`config.mk`:
```
export PLATFORM = sky130hd
export DESIGN_NAME = framebuffer_swap_chain
export DESIGN_NICKNAME = d
export VERILOG_FILES = /design/src/rtl/core/fsc_pkg.sv /design/src/rtl/core/framebuffer_swap_chain.sv /design/src/rtl/core/fsc_ctrl.sv /design/src/rtl/core/fsc_datapath.sv
export SDC_FILE = /design/constraint.sdc
export NUM_CORES = 1
export LEC_CHECK = 0
export BUFFER_PORTS_ARGS = -buffer_cell sky130_fd_sc_hd__buf_2
export CORE_ASPECT_RATIO = 2
export CORE_UTILIZATION = 55
export CTS_BUF_LIST = sky130_fd_sc_hd__clkbuf_8
export DETAILED_ROUTE_END_ITERATION = 8
export PLACE_DENSITY = 0.78
export SETUP_SLACK_MARGIN = 0.4
export SLEW_MARGIN = 20
export SYNTH_ARGS = -nofsm -noshare
export SYNTH_HDL_FRONTEND = slang
export SYNTH_HIERARCHICAL = 1
export SYNTH_SLANG_ARGS = --single-unit
```
`constraint.sdc`:
```
create_clock -name clk -period 3.05 [get_ports clk]
set_input_delay 0.1525 -clock clk [delete_from_list [all_inputs] [get_ports clk]]
set_output_delay 0.1525 -clock clk [all_outputs]
set_load 0.1 [all_outputs]
```
`src/rtl/core/fsc_pkg.sv`:
```
`timescale 1ns / 1ps
`default_nettype none

package fsc_pkg;

  localparam int BUFFER_COUNT_DEF = 2;
  localparam int BUF_MAX          = 4;
  localparam int IDX_W            = 2;
  localparam int REQ_W            = 2;
  localparam int STATUS_W         = 3;
  localparam int ADDR_W           = 32;
  localparam int CFG_INDEX_W      = 3;
  localparam int IN_DATA_W        = 8;
  localparam int OUT_DATA_W       = 40;

  localparam logic [REQ_W-1:0] REQ_VBLANK  = 2'd0;
  localparam logic [REQ_W-1:0] REQ_ACQUIRE = 2'd1;
  localparam logic [REQ_W-1:0] REQ_SHOW    = 2'd2;

  localparam logic [STATUS_W-1:0] ST_OK           = 3'd0;
  localparam logic [STATUS_W-1:0] ST_NO_FREE      = 3'd1;
  localparam logic [STATUS_W-1:0] ST_BAD_INDEX    = 3'd2;
  localparam logic [STATUS_W-1:0] ST_PENDING      = 3'd3;
  localparam logic [STATUS_W-1:0] ST_NOT_ACQUIRED = 3'd4;

  // controller to datapath
  typedef struct packed {
    logic load_item;  // latch accepted item, start scan at ring successor
    logic step_scan;  // advance the acquire candidate
    logic commit;     // update state and load the result register
  } fsc_cmd_t;

  // datapath to controller
  typedef struct packed {
    logic is_acquire;
    logic scan_hit;
    logic scan_end;
    logic out_free;
  } fsc_stat_t;

  function automatic logic [IDX_W-1:0] ring_next(input logic [IDX_W-1:0] idx,
                                                 input logic [2:0] ring_len);
    logic [2:0] n;
    n = {1'b0, idx} + 3'd1;
    return (n >= ring_len) ? '0 : n[IDX_W-1:0];
  endfunction

endpackage

`default_nettype wire

```
`src/rtl/core/framebuffer_swap_chain.sv`:
```
`timescale 1ns / 1ps
`default_nettype none

// Flow: an item accepted in IDLE passes the SCAN and WRITE states; WRITE loads the
// result register once it is free. Acquire items stay in SCAN, one ring position
// checked per cycle, until a free buffer is found or the shown buffer is reached.
// One item at a time: the next is accepted after the result register is loaded.
// Reset: synchronous active-low rst_n; buffer zero shown, all flags and base addresses
// cleared, result register empty.
module framebuffer_swap_chain #(
  parameter int BUFFER_COUNT = fsc_pkg::BUFFER_COUNT_DEF
) (
  input  wire logic                            clk,
  input  wire logic                            rst_n,
  input  wire logic                            in_tvalid,
  output logic                                 in_tready,
  input  wire logic [fsc_pkg::IN_DATA_W-1:0]   in_tdata,  // buffer_index[1:0], zero pad
  input  wire logic [fsc_pkg::REQ_W-1:0]       in_tuser,  // req_type[1:0]
  output logic                                 out_tvalid,
  input  wire logic                            out_tready,
  // status[2:0], result_index[4:3], origin_address[36:5], zero pad
  output logic [fsc_pkg::OUT_DATA_W-1:0]       out_tdata,
  input  wire logic                            cfg_valid,
  output logic                                 cfg_ready,
  input  wire logic [fsc_pkg::CFG_INDEX_W-1:0] cfg_index,
  input  wire logic [fsc_pkg::ADDR_W-1:0]      cfg_data
);

  fsc_pkg::fsc_cmd_t            cmd;
  fsc_pkg::fsc_stat_t           stat;
  logic [fsc_pkg::STATUS_W-1:0] status;
  logic [fsc_pkg::IDX_W-1:0]    result_index;
  logic [fsc_pkg::ADDR_W-1:0]   origin_address;

  assign cfg_ready = 1'b1;

  fsc_ctrl u_ctrl (
    .clk       (clk),
    .rst_n     (rst_n),
    .in_tvalid (in_tvalid),
    .in_tready (in_tready),
    .stat      (stat),
    .cmd       (cmd)
  );

  fsc_datapath #(
    .BUFFER_COUNT (BUFFER_COUNT)
  ) u_datapath (
    .clk                (clk),
    .rst_n              (rst_n),
    .in_req_type        (in_tuser),
    .in_buffer_index    (in_tdata[fsc_pkg::IDX_W-1:0]),
    .cfg_valid          (cfg_valid && cfg_ready),
    .cfg_index          (cfg_index),
    .cfg_data           (cfg_data),
    .cmd                (cmd),
    .stat               (stat),
    .out_tvalid         (out_tvalid),
    .out_tready         (out_tready),
    .out_status         (status),
    .out_result_index   (result_index),
    .out_origin_address (origin_address)
  );

  assign out_tdata = {3'b000, origin_address, result_index, status};

endmodule

`default_nettype wire

```
`src/rtl/core/fsc_ctrl.sv`:
```
`timescale 1ns / 1ps
`default_nettype none

module fsc_ctrl (
  input  wire logic              clk,
  input  wire logic              rst_n,
  input  wire logic              in_tvalid,
  output logic                   in_tready,
  input  wire fsc_pkg::fsc_stat_t stat,
  output fsc_pkg::fsc_cmd_t      cmd
);

  localparam logic [1:0] S_IDLE  = 2'd0;
  localparam logic [1:0] S_SCAN  = 2'd1;
  localparam logic [1:0] S_WRITE = 2'd2;

  logic [1:0] state_r, state_nxt;

  assign in_tready = (state_r == S_IDLE);

  always_comb begin
    state_nxt     = state_r;
    cmd.load_item = 1'b0;
    cmd.step_scan = 1'b0;
    cmd.commit    = 1'b0;
    case (state_r)
      S_IDLE: begin
        if (in_tvalid) begin
          cmd.load_item = 1'b1;
          state_nxt     = S_SCAN;
        end
      end
      S_SCAN: begin
        // non-acquire items pass straight through
        if (!stat.is_acquire || stat.scan_hit || stat.scan_end) begin
          state_nxt = S_WRITE;
        end else begin
          cmd.step_scan = 1'b1;
        end
      end
      S_WRITE: begin
        // hold until the result register is free
        if (stat.out_free) begin
          cmd.commit = 1'b1;
          state_nxt  = S_IDLE;
        end
      end
      default: state_nxt = S_IDLE;
    endcase
  end

  always_ff @(posedge clk) begin
    if (!rst_n) begin
      state_r <= S_IDLE;
    end else begin
      state_r <= state_nxt;
    end
  end

endmodule

`default_nettype wire

```
`src/rtl/core/fsc_datapath.sv`:
```
`timescale 1ns / 1ps
`default_nettype none

module fsc_datapath #(
  parameter int BUFFER_COUNT = fsc_pkg::BUFFER_COUNT_DEF
) (
  input  wire logic                            clk,
  input  wire logic                            rst_n,
  input  wire logic [fsc_pkg::REQ_W-1:0]       in_req_type,
  input  wire logic [fsc_pkg::IDX_W-1:0]       in_buffer_index,
  input  wire logic                            cfg_valid,
  input  wire logic [fsc_pkg::CFG_INDEX_W-1:0] cfg_index,
  input  wire logic [fsc_pkg::ADDR_W-1:0]      cfg_data,
  input  wire fsc_pkg::fsc_cmd_t               cmd,
  output fsc_pkg::fsc_stat_t                   stat,
  output logic                                 out_tvalid,
  input  wire logic                            out_tready,
  output logic [fsc_pkg::STATUS_W-1:0]         out_status,
  output logic [fsc_pkg::IDX_W-1:0]            out_result_index,
  output logic [fsc_pkg::ADDR_W-1:0]           out_origin_address
);

  localparam logic [2:0] RING_LEN = 3'(BUFFER_COUNT);

  logic [fsc_pkg::ADDR_W-1:0]  base_r [fsc_pkg::BUF_MAX];
  logic [fsc_pkg::IDX_W-1:0]   shown_r, shown_nxt;
  logic [fsc_pkg::BUF_MAX-1:0] acq_r, acq_nxt;
  logic [fsc_pkg::BUF_MAX-1:0] pend_r, pend_nxt;
  logic [fsc_pkg::REQ_W-1:0]   req_r;
  logic [fsc_pkg::IDX_W-1:0]   idx_r;
  logic [fsc_pkg::IDX_W-1:0]   cand_r;
  logic                        out_valid_r;
  logic [fsc_pkg::STATUS_W-1:0] status_r, status_nxt;
  logic [fsc_pkg::IDX_W-1:0]   res_idx_r, res_idx_nxt;
  logic [fsc_pkg::ADDR_W-1:0]  origin_r, origin_nxt;
  logic [fsc_pkg::IDX_W-1:0]   vb_next;
  logic [fsc_pkg::BUF_MAX-1:0] cand_mask, idx_mask, vb_mask;

  assign cand_mask = 4'b0001 << cand_r;
  assign idx_mask  = 4'b0001 << idx_r;
  assign vb_next   = fsc_pkg::ring_next(shown_r, RING_LEN);
  assign vb_mask   = 4'b0001 << vb_next;

  assign stat.is_acquire = (req_r == fsc_pkg::REQ_ACQUIRE);
  assign stat.scan_end   = (cand_r == shown_r);
  assign stat.scan_hit   = (cand_r != shown_r) && (((acq_r | pend_r) & cand_mask) == '0);
  assign stat.out_free   = !out_valid_r || out_tready;

  always_comb begin
    shown_nxt   = shown_r;
    acq_nxt     = acq_r;
    pend_nxt    = pend_r;
    status_nxt  = fsc_pkg::ST_OK;
    res_idx_nxt = '0;
    origin_nxt  = '0;
    case (req_r)
      fsc_pkg::REQ_VBLANK: begin
        // advance only onto a pending buffer
        if ((pend_r & vb_mask) != '0) begin
          shown_nxt = vb_next;
          pend_nxt  = pend_r & ~vb_mask;
        end
        res_idx_nxt = shown_nxt;
        origin_nxt  = base_r[shown_nxt];
      end
      fsc_pkg::REQ_ACQUIRE: begin
        if (stat.scan_hit) begin
          acq_nxt     = acq_r | cand_mask;
          res_idx_nxt = cand_r;
        end else begin
          status_nxt = fsc_pkg::ST_NO_FREE;
        end
      end
      fsc_pkg::REQ_SHOW: begin
        res_idx_nxt = idx_r;
        if ({1'b0, idx_r} >= RING_LEN) begin
          status_nxt = fsc_pkg::ST_BAD_INDEX;
        end else if ((pend_r & idx_mask) != '0) begin
          status_nxt = fsc_pkg::ST_PENDING;
        end else if ((acq_r & idx_mask) == '0) begin
          status_nxt = fsc_pkg::ST_NOT_ACQUIRED;
        end else begin
          acq_nxt  = acq_r & ~idx_mask;
          pend_nxt = pend_r | idx_mask;
        end
      end
      default: res_idx_nxt = shown_r;
    endcase
  end

  always_ff @(posedge clk) begin
    if (!rst_n) begin
      for (int i = 0; i < fsc_pkg::BUF_MAX; i++) begin
        base_r[i] <= '0;
      end
    end else if (cfg_valid && (cfg_index < 3'(fsc_pkg::BUF_MAX))) begin
      base_r[cfg_index[fsc_pkg::IDX_W-1:0]] <= cfg_data;
    end
  end

  always_ff @(posedge clk) begin
    if (!rst_n) begin
      shown_r     <= '0;
      acq_r       <= '0;
      pend_r      <= '0;
      out_valid_r <= 1'b0;
    end else begin
      if (cmd.commit) begin
        shown_r     <= shown_nxt;
        acq_r       <= acq_nxt;
        pend_r      <= pend_nxt;
        out_valid_r <= 1'b1;
      end else if (out_tready) begin
        out_valid_r <= 1'b0;
      end
    end
  end

  always_ff @(posedge clk) begin
    if (cmd.load_item) begin
      req_r  <= in_req_type;
      idx_r  <= in_buffer_index;
      cand_r <= fsc_pkg::ring_next(shown_r, RING_LEN);
    end else if (cmd.step_scan) begin
      cand_r <= fsc_pkg::ring_next(cand_r, RING_LEN);
    end
    if (cmd.commit) begin
      status_r  <= status_nxt;
      res_idx_r <= res_idx_nxt;
      origin_r  <= origin_nxt;
    end
  end

  assign out_tvalid         = out_valid_r;
  assign out_status         = status_r;
  assign out_result_index   = res_idx_r;
  assign out_origin_address = origin_r;

endmodule

`default_nettype wire
```
======== Word level (Yosys, flattened, before mapping) ========
Memory sizes are Yosys's and may differ from the RTL's. A register that Yosys moved wholly into a read port is not among the register bits.
Index checks and enable logic that the tools add are counted.
cells by class
  add/sub/neg operators ................... 2
  $lt $le $gt $ge ......................... 4
  eq/ne operators ......................... 14
  shift-type cells ........................ 3
  multiplexer cells ....................... 42
  bitwise gates (word level) .............. 11
  reduce and logical (&&, ||, !) cells .... 23
operators by type and width
  operator                                                                              count
  32-bit two-way mux                                                                    1
  4-bit two-way mux                                                                     8
  32-bit OR reduction                                                                   1
  4-bit AND                                                                             6
  2-bit two-way mux                                                                     11
  4-bit case mux with 2 select lines                                                    2
  1-bit two-way mux                                                                     14
  2-bit inequality test (second input constant)                                         6
  4-bit bitwise OR                                                                      3
  2-bit case mux with 3 select lines                                                    2
  6-bit AND reduction                                                                   2
  1-bit by 2-bit left shift with 4-bit output (first input constant)                    3
  3-bit two-way mux                                                                     3
  4-bit zero test                                                                       2
  4-bit NOT                                                                             2
  2-bit nonzero test                                                                    4
  4-bit nonzero test                                                                    2
  2-bit by 1-bit adder with 3-bit output (second input constant)                        2
  3-bit by 2-bit greater-or-equal comparator with 1-bit output (second input constant)  2
  3-bit case mux with 2 select lines                                                    1
  2-bit by 1-bit == test with 1-bit output (second input constant)                      2
  2-bit == test (second input constant)                                                 2
  2-bit zero test                                                                       2
  2-bit by 1-bit inequality test with 1-bit output (second input constant)              2
  9 further kinds                                                                       14
storage, ports and cells
  flip-flop bits (word level) ............. 24
  bits in writable memories ............... 128
  output and inout port bits .............. 43
  word-level logic and storage cells ...... 110
  memories kept ........................... 1
memories
  memory             depth  width  rd ports  clocked after memory_dff  wr ports  line                source
  u_datapath.base_r  4      32     1         1                         4         fsc_datapath.sv:25  logic [fsc_pkg::ADDR_W-1:0] base_r [fsc_pkg::BUF_MAX];

======== Logic depth before layout (Yosys ltp) ========
Gate-level depths: netlist of run 1.
  word-level depth ........................ 10
  depth in mapped cells ................... 10
  mapped depth without buffers ............ 8

======== Hierarchy ========
The synthesis of run 1 kept the hierarchy.
modules (own cells, without submodules)
  module                  instances  cells each  area each (µm²)  sequential area each (µm²)
  fsc_datapath            1          541         7865.0           5355.1
  fsc_ctrl                1          14          126.4            40.0
  framebuffer_swap_chain  1          6           37.5             0.0

======== Worst setup path before layout of run 1 ========
OpenSTA, ideal clock, no wires.
  kind .................................... register to register
  from .................................... register u_datapath.out_valid_r, in the netlist u_datapath/out_tvalid
  to ...................................... register u_datapath/pend_r[3] (netlist bit)
  setup time .............................. 122 ps
  arrival time ............................ 3436 ps
  required time ........................... 2928 ps
  setup slack ............................. -507 ps
  cell stages (with the launch flop) ...... 8
  buffers on the path ..................... 0
  path through ............................ dfxtp_1 nand2b_1 nand2_1 nor2_1 inv_1 nor2_1 nand2_1 o311a_1
RTL lines
  element                 line                 source
  start, declared         fsc_datapath.sv:32   logic out_valid_r;
  start signal, assigned  fsc_datapath.sv:106  out_valid_r <= 1'b0;
  start signal, assigned  fsc_datapath.sv:112  out_valid_r <= 1'b1;
  start signal, assigned  fsc_datapath.sv:114  out_valid_r <= 1'b0;
  end signal, assigned    fsc_datapath.sv:111  pend_r <= pend_nxt;
  end, declared           fsc_datapath.sv:28   logic [fsc_pkg::BUF_MAX-1:0] pend_r, pend_nxt;

======== Worst setup path in the final report of run 1 ========
  from .................................... register u_datapath/shown_r[1] (netlist bit)
  to ...................................... register u_datapath.origin_r, in the netlist u_datapath/out_origin_address[21], read port of u_datapath.base_r (data pin)
on the way
  word-level cells in the longest chain between the ends .. 8
ends and longest elaborated chain
  element                                                       line                 source
  start, declared                                               fsc_datapath.sv:26   logic [fsc_pkg::IDX_W-1:0] shown_r, shown_nxt;
  start signal, assigned                                        fsc_datapath.sv:109  shown_r <= shown_nxt;
  2-bit by 1-bit adder with 3-bit output                        fsc_pkg.sv:44        n = {1'b0, idx} + 3'd1;
  3-bit by 2-bit greater-or-equal comparator with 1-bit output  fsc_pkg.sv:45        return (n >= ring_len) ? '0 : n[IDX_W-1:0];
  2-bit two-way mux                                             fsc_pkg.sv:45
  1-bit by 2-bit left shift with 4-bit output                   fsc_datapath.sv:42   assign vb_mask = 4'b0001 << vb_next;
  4-bit AND                                                     fsc_datapath.sv:59   if ((pend_r & vb_mask) != '0) begin
  4-bit nonzero test                                            fsc_datapath.sv:59
  2-bit two-way mux *                                           fsc_datapath.sv:59
  2-bit two-way mux *                                           fsc_datapath.sv:56   case (req_r)
  end, declared                                                 fsc_datapath.sv:35   logic [fsc_pkg::ADDR_W-1:0] origin_r, origin_nxt;
Every way passes the cells marked *; elsewhere a longest branch is shown, timed or not. The select of a mux whose other input is x is not followed.
A chain may end at the register's enable or synchronous reset.

==> summary.md, run 1 <==
| Metric | Value |
|---|---|
| CTS max path bufs | `2` |
| First-pass iteration count of the detailed router | `5` |
| GPL Wtd Cong | `0.925` |
| Highest clock rate | `0.398 GHz` |
| Max FO, Critical Path | `48` |
| Routed vias/inst | `5.68` |
| Fin. Hold Viols | `0` |
| Synth warn | `6` |
| Grt ovf | `0` |
| Full die area | `0.0151 mm^2` |
| Largest delay contributor family on the critical path | `compound AO/OA/AOI/OAI gates` |
| CTS Root Cell | `clkbuf_8` |
| First-pass GRT wire length | `25.8 mm` |
| Avg Inst Size Synth | `14.3 um^2` |
| Maximum vdd drop | `0.324 mV` |
| Std cell rows | `62` |
| Lkg Pwr | `3.85 nW` |
| Final TNS setup | `0 ns` |
| Total GRT Usage | `23.4%` |
| Number of port buffers | `82` |
| Final setup vio count | `0` |
| Ports | `93` |
| Fin nets | `723` |
| Die X | `87.4 um` |
| CP endpoint kind | `flip-flop` |
| Vias in the first global route | `5121` |
| Sink count of the clock tree | `184` |
| Crit-path slowest cell | `dfxtp_1` |
| Slowest stage delay, CP | `0.43 ns` |
| Total CTS buffers | `17` |
| Post-synth EDFFs | `171` |
| Startpoint type of the worst setup path | `flip-flop` |
| CTS tree | `built` |
| Share of cells above drive strength 1 | `20.9%` |
| RSZ-0062 raised after global routing | `no` |
| Routed Antenna Nets | `0` |
| #FFs+latches synth | `184` |
| Final Critical Period | `2.51 ns` |
| Primary FF master, synth | `edfxtp_1` |
| Largest net degree at the start of global routing | `49` |
| Initial cell density of the core | `56.2%` |
| DP Wirelength | `10.3 mm` |
| Worst EP required | `3.23 ns` |
| Post-Syn Instances | `561` |
| Measured slew at the worst slew-check pin | `0.964 ns` |
| Count of cell types in the netlist | `47` |
| P&R area growth vs syn | `15.6%` |
| Cts repair resizes | `0` |
| Sequential fraction of the synthesis area | `67.2%` |
| Worst-path cell chain | `inv_1, ha_1, a21oi_1, o21ai_0, a21oi_4, buf_12, mux2i_1, o22ai_1` |
| Setup Crit Path Kind | `flip-flop to flip-flop` |
| Antenna cells | `0` |
| H-tree depth | `4` |
| Clk_lat worst skew | `0.45 ns` |
| Power Dens Cells | `543 mW/mm^2` |
| Synthesized area | `0.00803 mm^2` |
| DRC | `0` |
| Max Cap Violations | `0` |
| Buffers plus inverters on the worst setup path | `2` |
| Die H | `173 um` |
| Worst clock skew | `0.0171 ns` |
| Hold Path Class | `primary input to flip-flop` |
| Period utilization | `82.4%` |
| Via count | `4951` |
| Core region area | `0.0143 mm^2` |
| Max-slew violations | `0` |
| Max-slew headroom | `35.5%` |
| Register clock-pin slew on the reported worst setup and hold paths | `0.09 ns` |
| Initial antenna violation count | `0` |
| Hold_ws | `0.0227 ns` |
| Drt first-iter violations | `319` |
| Async set or reset register ratio after synthesis | `0%` |
| Crit path DAT | `2.69 ns` |
| Status | `finished, final reports clean` |
| DR WL/cell | `19.1 um` |
| Wirelength, routed | `16.7 mm` |
==> flip-flops by register name, summed over array words and instances (netlist names) <==
register	flops
u_datapath/out_origin_address	32
u_datapath/pend_r	4
u_datapath/shown_r	2
u_datapath/out_tvalid	1
u_datapath/idx_r	2
u_datapath/cand_r	2
u_ctrl/state_r	2
u_datapath/base_r	128
u_datapath/out_result_index	2
u_datapath/req_r	2
u_datapath/out_status	3
u_datapath/acq_r	4
==> cell families after synthesis <==
kind of cell    after synthesis  synth area share, %
compound gates               62                 5.25
xor+xnor                      2                0.218
fa+ha+maj                     6                0.935
buf+inv                      40                 2.74
flops                       184                 67.2
mux                          68                 8.66
other cells                   2               0.0935
simple gates                197                 14.9
==> power by group <==
group	switching (mW)	internal, mW	leakage, nW
sequential	0.0476	2.90	1.73
combinational	0.309	0.122	1.90
clock	0.778	0.887	0.232
==> cell usage after synthesis (all sizes together) (5+ instances only) <==
master | n | area (um^2)
clkbuf | 16 | 60.1
nand2 | 12 | 45.0
nor3b | 5 | 42.5
and2 | 130 | 813
o22ai | 34 | 213
dfxtp | 13 | 260
inv | 8 | 30.0
mux2i | 65 | 651
a21oi | 5 | 25.0
nand2b | 6 | 37.5
nor2 | 12 | 47.6
buf | 16 | 130
ha | 6 | 75.1
o21ai | 6 | 41.3
nor2b | 5 | 31.3
or2 | 7 | 43.8
edfxtp | 171 | 5130
==> final timing paths <==
| kind | start | endpoint | slack (ns) | depth (start not counted) |
|---|---|---|---|---|
| setup / recovery | u_datapath/shown_r[1] | u_datapath/out_origin_address[21] | 0.54 | 8 |
| hold / removal | cfg_data[11] | u_datapath/base_r[0][11] | 0.02 | 2 |
| setup reg to reg | u_datapath/shown_r[1] | u_datapath/out_origin_address[21] | 0.54 | 8 |
| hold reg to reg | u_datapath/acq_r[2] | u_datapath/acq_r[2] | 0.51 | 2 |
==> layout by cell type (no fill, tap or decap), drive strengths merged, types with 3 or more instances in the layout <==
| master | Yosys | layout |
|---|---|---|
| o21ai | 6 | 6 |
| a21boi | 3 | 3 |
| o22ai | 34 | 34 |
| and2 | 130 | 130 |
| bufinv | 0 | 3 |
| conb | 2 | 4 |
| dlygate4sd3 | 0 | 20 |
| nand2b | 6 | 6 |
| nor3b | 5 | 5 |
| buf | 16 | 97 |
| edfxtp | 171 | 171 |
| a21oi | 5 | 5 |
| mux2i | 65 | 65 |
| nor2 | 12 | 12 |
| dfxtp | 13 | 13 |
| nor2b | 5 | 5 |
| ha | 6 | 6 |
| or2 | 7 | 7 |
| nor3 | 4 | 4 |
| clkbuf | 16 | 21 |
| nand3 | 4 | 4 |
| nand2 | 12 | 12 |
| a31oi | 4 | 4 |
| inv | 8 | 14 |
| and3 | 4 | 4 |
==> layer usage <==
metal	vias up	routed length [um]	global-route usage (%)
li1	2260	-	-
met1	2464	5890	24.7
met2	189	9540	43.4
met3	38	802	4.11
met4	0	445	11.1
met5	-	0	0
==> metrics by stage <==
stage	util (%)	area [um^2]	power (mW)	cells	setup WS [ns]
after floorplan	-	8040	3.28	563	0.410
after global placement	60.7	8670	3.39	820	0.705
after detailed placement	60.7	8670	3.41	820	0.626
after CTS	65.1	9290	5.07	872	0.564
after global routing	65.1	9290	5.20	872	0.439
final	65.1	9290	5.04	872	0.536
==> layout make-up <==
| type | count | area [um^2] |
|---|---|---|
| clock buffers | 21 | 289 |
| well taps | 192 | 240 |
| flip-flops and latches | 184 | 5400 |
| fillers | 1071 | 4990 |
| repair buffers | 117 | 736 |
| clock inverters | 11 | 130 |
| multi-input cells | 339 | 2460 |
| inverters | 8 | 30.0 |
==> what timing repair did <==
item / in CTS / in global routing
buffers inserted: 0 / 0
hold endpoints to repair: 43 / 0
hold buffers: 20 / 0
Power figures use the tool's default switching activity.
==> run 2: changes to the inputs <==
==> constraint.sdc (replaced) <==
create_clock -name clk -period 2.3 [get_ports clk]
set_input_delay 0.115 -clock clk [delete_from_list [all_inputs] [get_ports clk]]
set_output_delay 0.115 -clock clk [all_outputs]
set_load 0.1 [all_outputs]
==> run 2 against run 1 <==
  * Global-route usage rose by 2.5 points
  * Critical path depth rose by 2
  * Setup slack worse by 0.39 ns
  * Sequential power increased by 33%
  * Sequential share of layout area down 4.7 points
  * Non-clock buffer count up 50
  * Largest cell class unchanged
  * Highest routed layer unchanged
==> summary.md, run 2 (synthesized netlist as in run 1, its figures left out) <==
| Metric | Value |
|---|---|
| Worst EP required | `2.49 ns` |
| Maximum vdd drop | `0.622 mV` |
| RSZ-0062 raised after global routing | `yes` |
| Setup WS pre-CTS | `0.00660 ns` |
| Fin. Hold Viols | `0` |
| Worst R2R End | `u_datapath/out_origin_address[24]` |
| Std cell rows | `62` |
| CTS Root Cell | `clkbuf_8` |
| Initial antenna violation count | `0` |
| Hold path start | `rst_n` |
| Hold EP | `u_ctrl/state_r[0]` |
| Die X | `87.4 um` |
| Util after Layout | `71.0%` |
| Design area | `0.0101 mm^2` |
| Register-to-Register Setup Slack | `0.15 ns` |
| Final TNS setup | `0 ns` |
| Hold Path Class | `primary input to flip-flop` |
| Reg2reg start | `u_datapath/shown_r[0]` |
| Routed Antenna Nets | `0` |
| Startpoint type of the worst setup path | `flip-flop` |
| Highest clock rate | `0.465 GHz` |
| Core region area | `0.0143 mm^2` |
| Initial cell density of the core | `56.2%` |
| Final Critical Period | `2.15 ns` |
| Die H | `173 um` |
| Max Cap Violations | `0` |
| Multi-input gate area | `0.00262 mm^2` |
| DP Wirelength | `10.8 mm` |
| Worst clock skew | `0.0102 ns` |
| Vias in the first global route | `5571` |
| DRC | `0` |
| Final WS setup | `0.149 ns` |
| Total GRT Usage | `25.9%` |
| CP endpoint kind | `flip-flop` |
| Crit path DAT | `2.34 ns` |
| Seq. cell area | `0.00541 mm^2` |
| Ports | `93` |
| Grt ovf | `0` |
| Antenna cells | `0` |
| First-pass GRT wire length | `28.6 mm` |
| Wirelength, routed | `19.2 mm` |
| First-pass iteration count of the detailed router | `5` |
| Lkg Pwr | `4.22 nW` |
| GPL Wtd Cong | `0.946` |
| Most frequent cells in the layout | `edfxtp_1, and2_1, buf_2, mux2i_1, dlygate4sd3_1` |
| Layout fillers | `939` |
| Setup Crit Path Kind | `flip-flop to flip-flop` |
| Final setup vio count | `0` |
| Power Dens Cells | `664 mW/mm^2` |
| Full die area | `0.0151 mm^2` |
| Via count | `5240` |
| Fin nets | `773` |
| Max reg flops | `128` |
| Measured slew at the worst slew-check pin | `0.653 ns` |
| DR WL/cell | `20.8 um` |
| Largest net degree at the start of global routing | `33` |
| Routed vias/inst | `5.68` |
| P&R area growth vs syn | `26.1%` |
| CTS tree | `built` |
| Number of port buffers | `82` |
| Max FO, Critical Path | `6` |
| Total CTS buffers | `17` |
| Register clock-pin slew on the reported worst setup and hold paths | `0.09 ns` |
| H-tree depth | `4` |
| Max-slew headroom | `56.5%` |
| Max-slew violations | `0` |
| CTS max path bufs | `2` |
| Commonest non-fill, non-tap cell in the layout | `edfxtp_1` |
| Clk_lat worst skew | `0.45 ns` |
| Min-Delay Path Depth | `3` |
| Sink count of the clock tree | `184` |
| Reg2Reg Depth | `10` |
| Period utilization | `93.5%` |
| Share of cells above drive strength 1 | `28.5%` |
| Status | `finished, final reports clean` |
| Drt first-iter violations | `478` |
| Placed instance area | `0.00886 mm^2` |
| Top reg by flops | `u_datapath/base_r` |
run 2: cell count changes in the layout (fill, tap and decap cells not counted), moves of 5 or more:
cell           delta
buf_4            +13
mux2i_1           -6
mux2i_2           +6
buf_12            +9
dlygate4sd3_1    +18
nor2_1            -5
run 2: layout make-up:
class / count / share of cell area, %
clock buffers: 19 / 2.58
clock inverters: 13 / 1.36
inverters: 8 / 0.371
multi-input cells: 339 / 25.8
flip-flops and latches: 184 / 53.4
well taps: 192 / 2.37
repair buffers: 167 / 14.1
run 2: per-layer routing:
metal | vias up | GRT usage (%) | wire (um)
li1 | 2366 | - | -
met1 | 2605 | 28.0 | 6840
met2 | 229 | 47.2 | 10800
met3 | 40 | 4.63 | 984
met4 | 0 | 12.3 | 560
met5 | - | 0 | 0
run 2: worst max-delay path by stage:
stage                          start                                end  slack [ns]  depth (start not counted)
3_3_place_gp   u_datapath/shown_r[0]  u_datapath/out_origin_address[11]        0.08                          8
3_5_place_dp   u_datapath/shown_r[1]  u_datapath/out_origin_address[27]       0.007                          8
2_1_floorplan  u_datapath/out_tvalid               u_datapath/pend_r[3]        0.23                          7
6_report       u_datapath/shown_r[0]  u_datapath/out_origin_address[24]        0.15                         10
5_1_grt        u_datapath/shown_r[0]  u_datapath/out_origin_address[22]        0.10                         10
4_1_cts        u_datapath/shown_r[0]  u_datapath/out_origin_address[31]        0.27                         10
run 2: what timing repair did:
action,4_1_cts,5_1_grt
buffers inserted,14,4
hold buffers,38,0
hold endpoints to repair,133,0
endpoints found under the setup margin,34,39
cloned,4,4
resized for setup,20,16
pin swaps,3,6
run 2: power by group:
part	switching, mW	internal (mW)
Sequential	0.0696	3.84
Clock	1.07	1.11
Combinational	0.433	0.208
Total	1.57	5.16
run 2: metrics by stage:
step / hold slack, ns / power [mW] / std cells
finish: 0.0222 / 6.73 / 922
floorplan: 0.214 / 4.35 / 563
global route: 0.00945 / 6.93 / 922
global placement: 0.296 / 4.52 / 826
detailed placement: 0.293 / 4.56 / 826
CTS: 0.00399 / 6.74 / 914
run 2: worst max-delay path, stage by stage, from the launching register on:
cell and delay (ns):
dfxtp_4 0.39, inv_6 0.05, ha_4 0.26, a21oi_2 0.20
nor2_2 0.10, a21oi_4 0.16, buf_12 0.17, buf_12 0.12
clkbuf_16 0.15, mux2i_1 0.20, o22ai_1 0.09
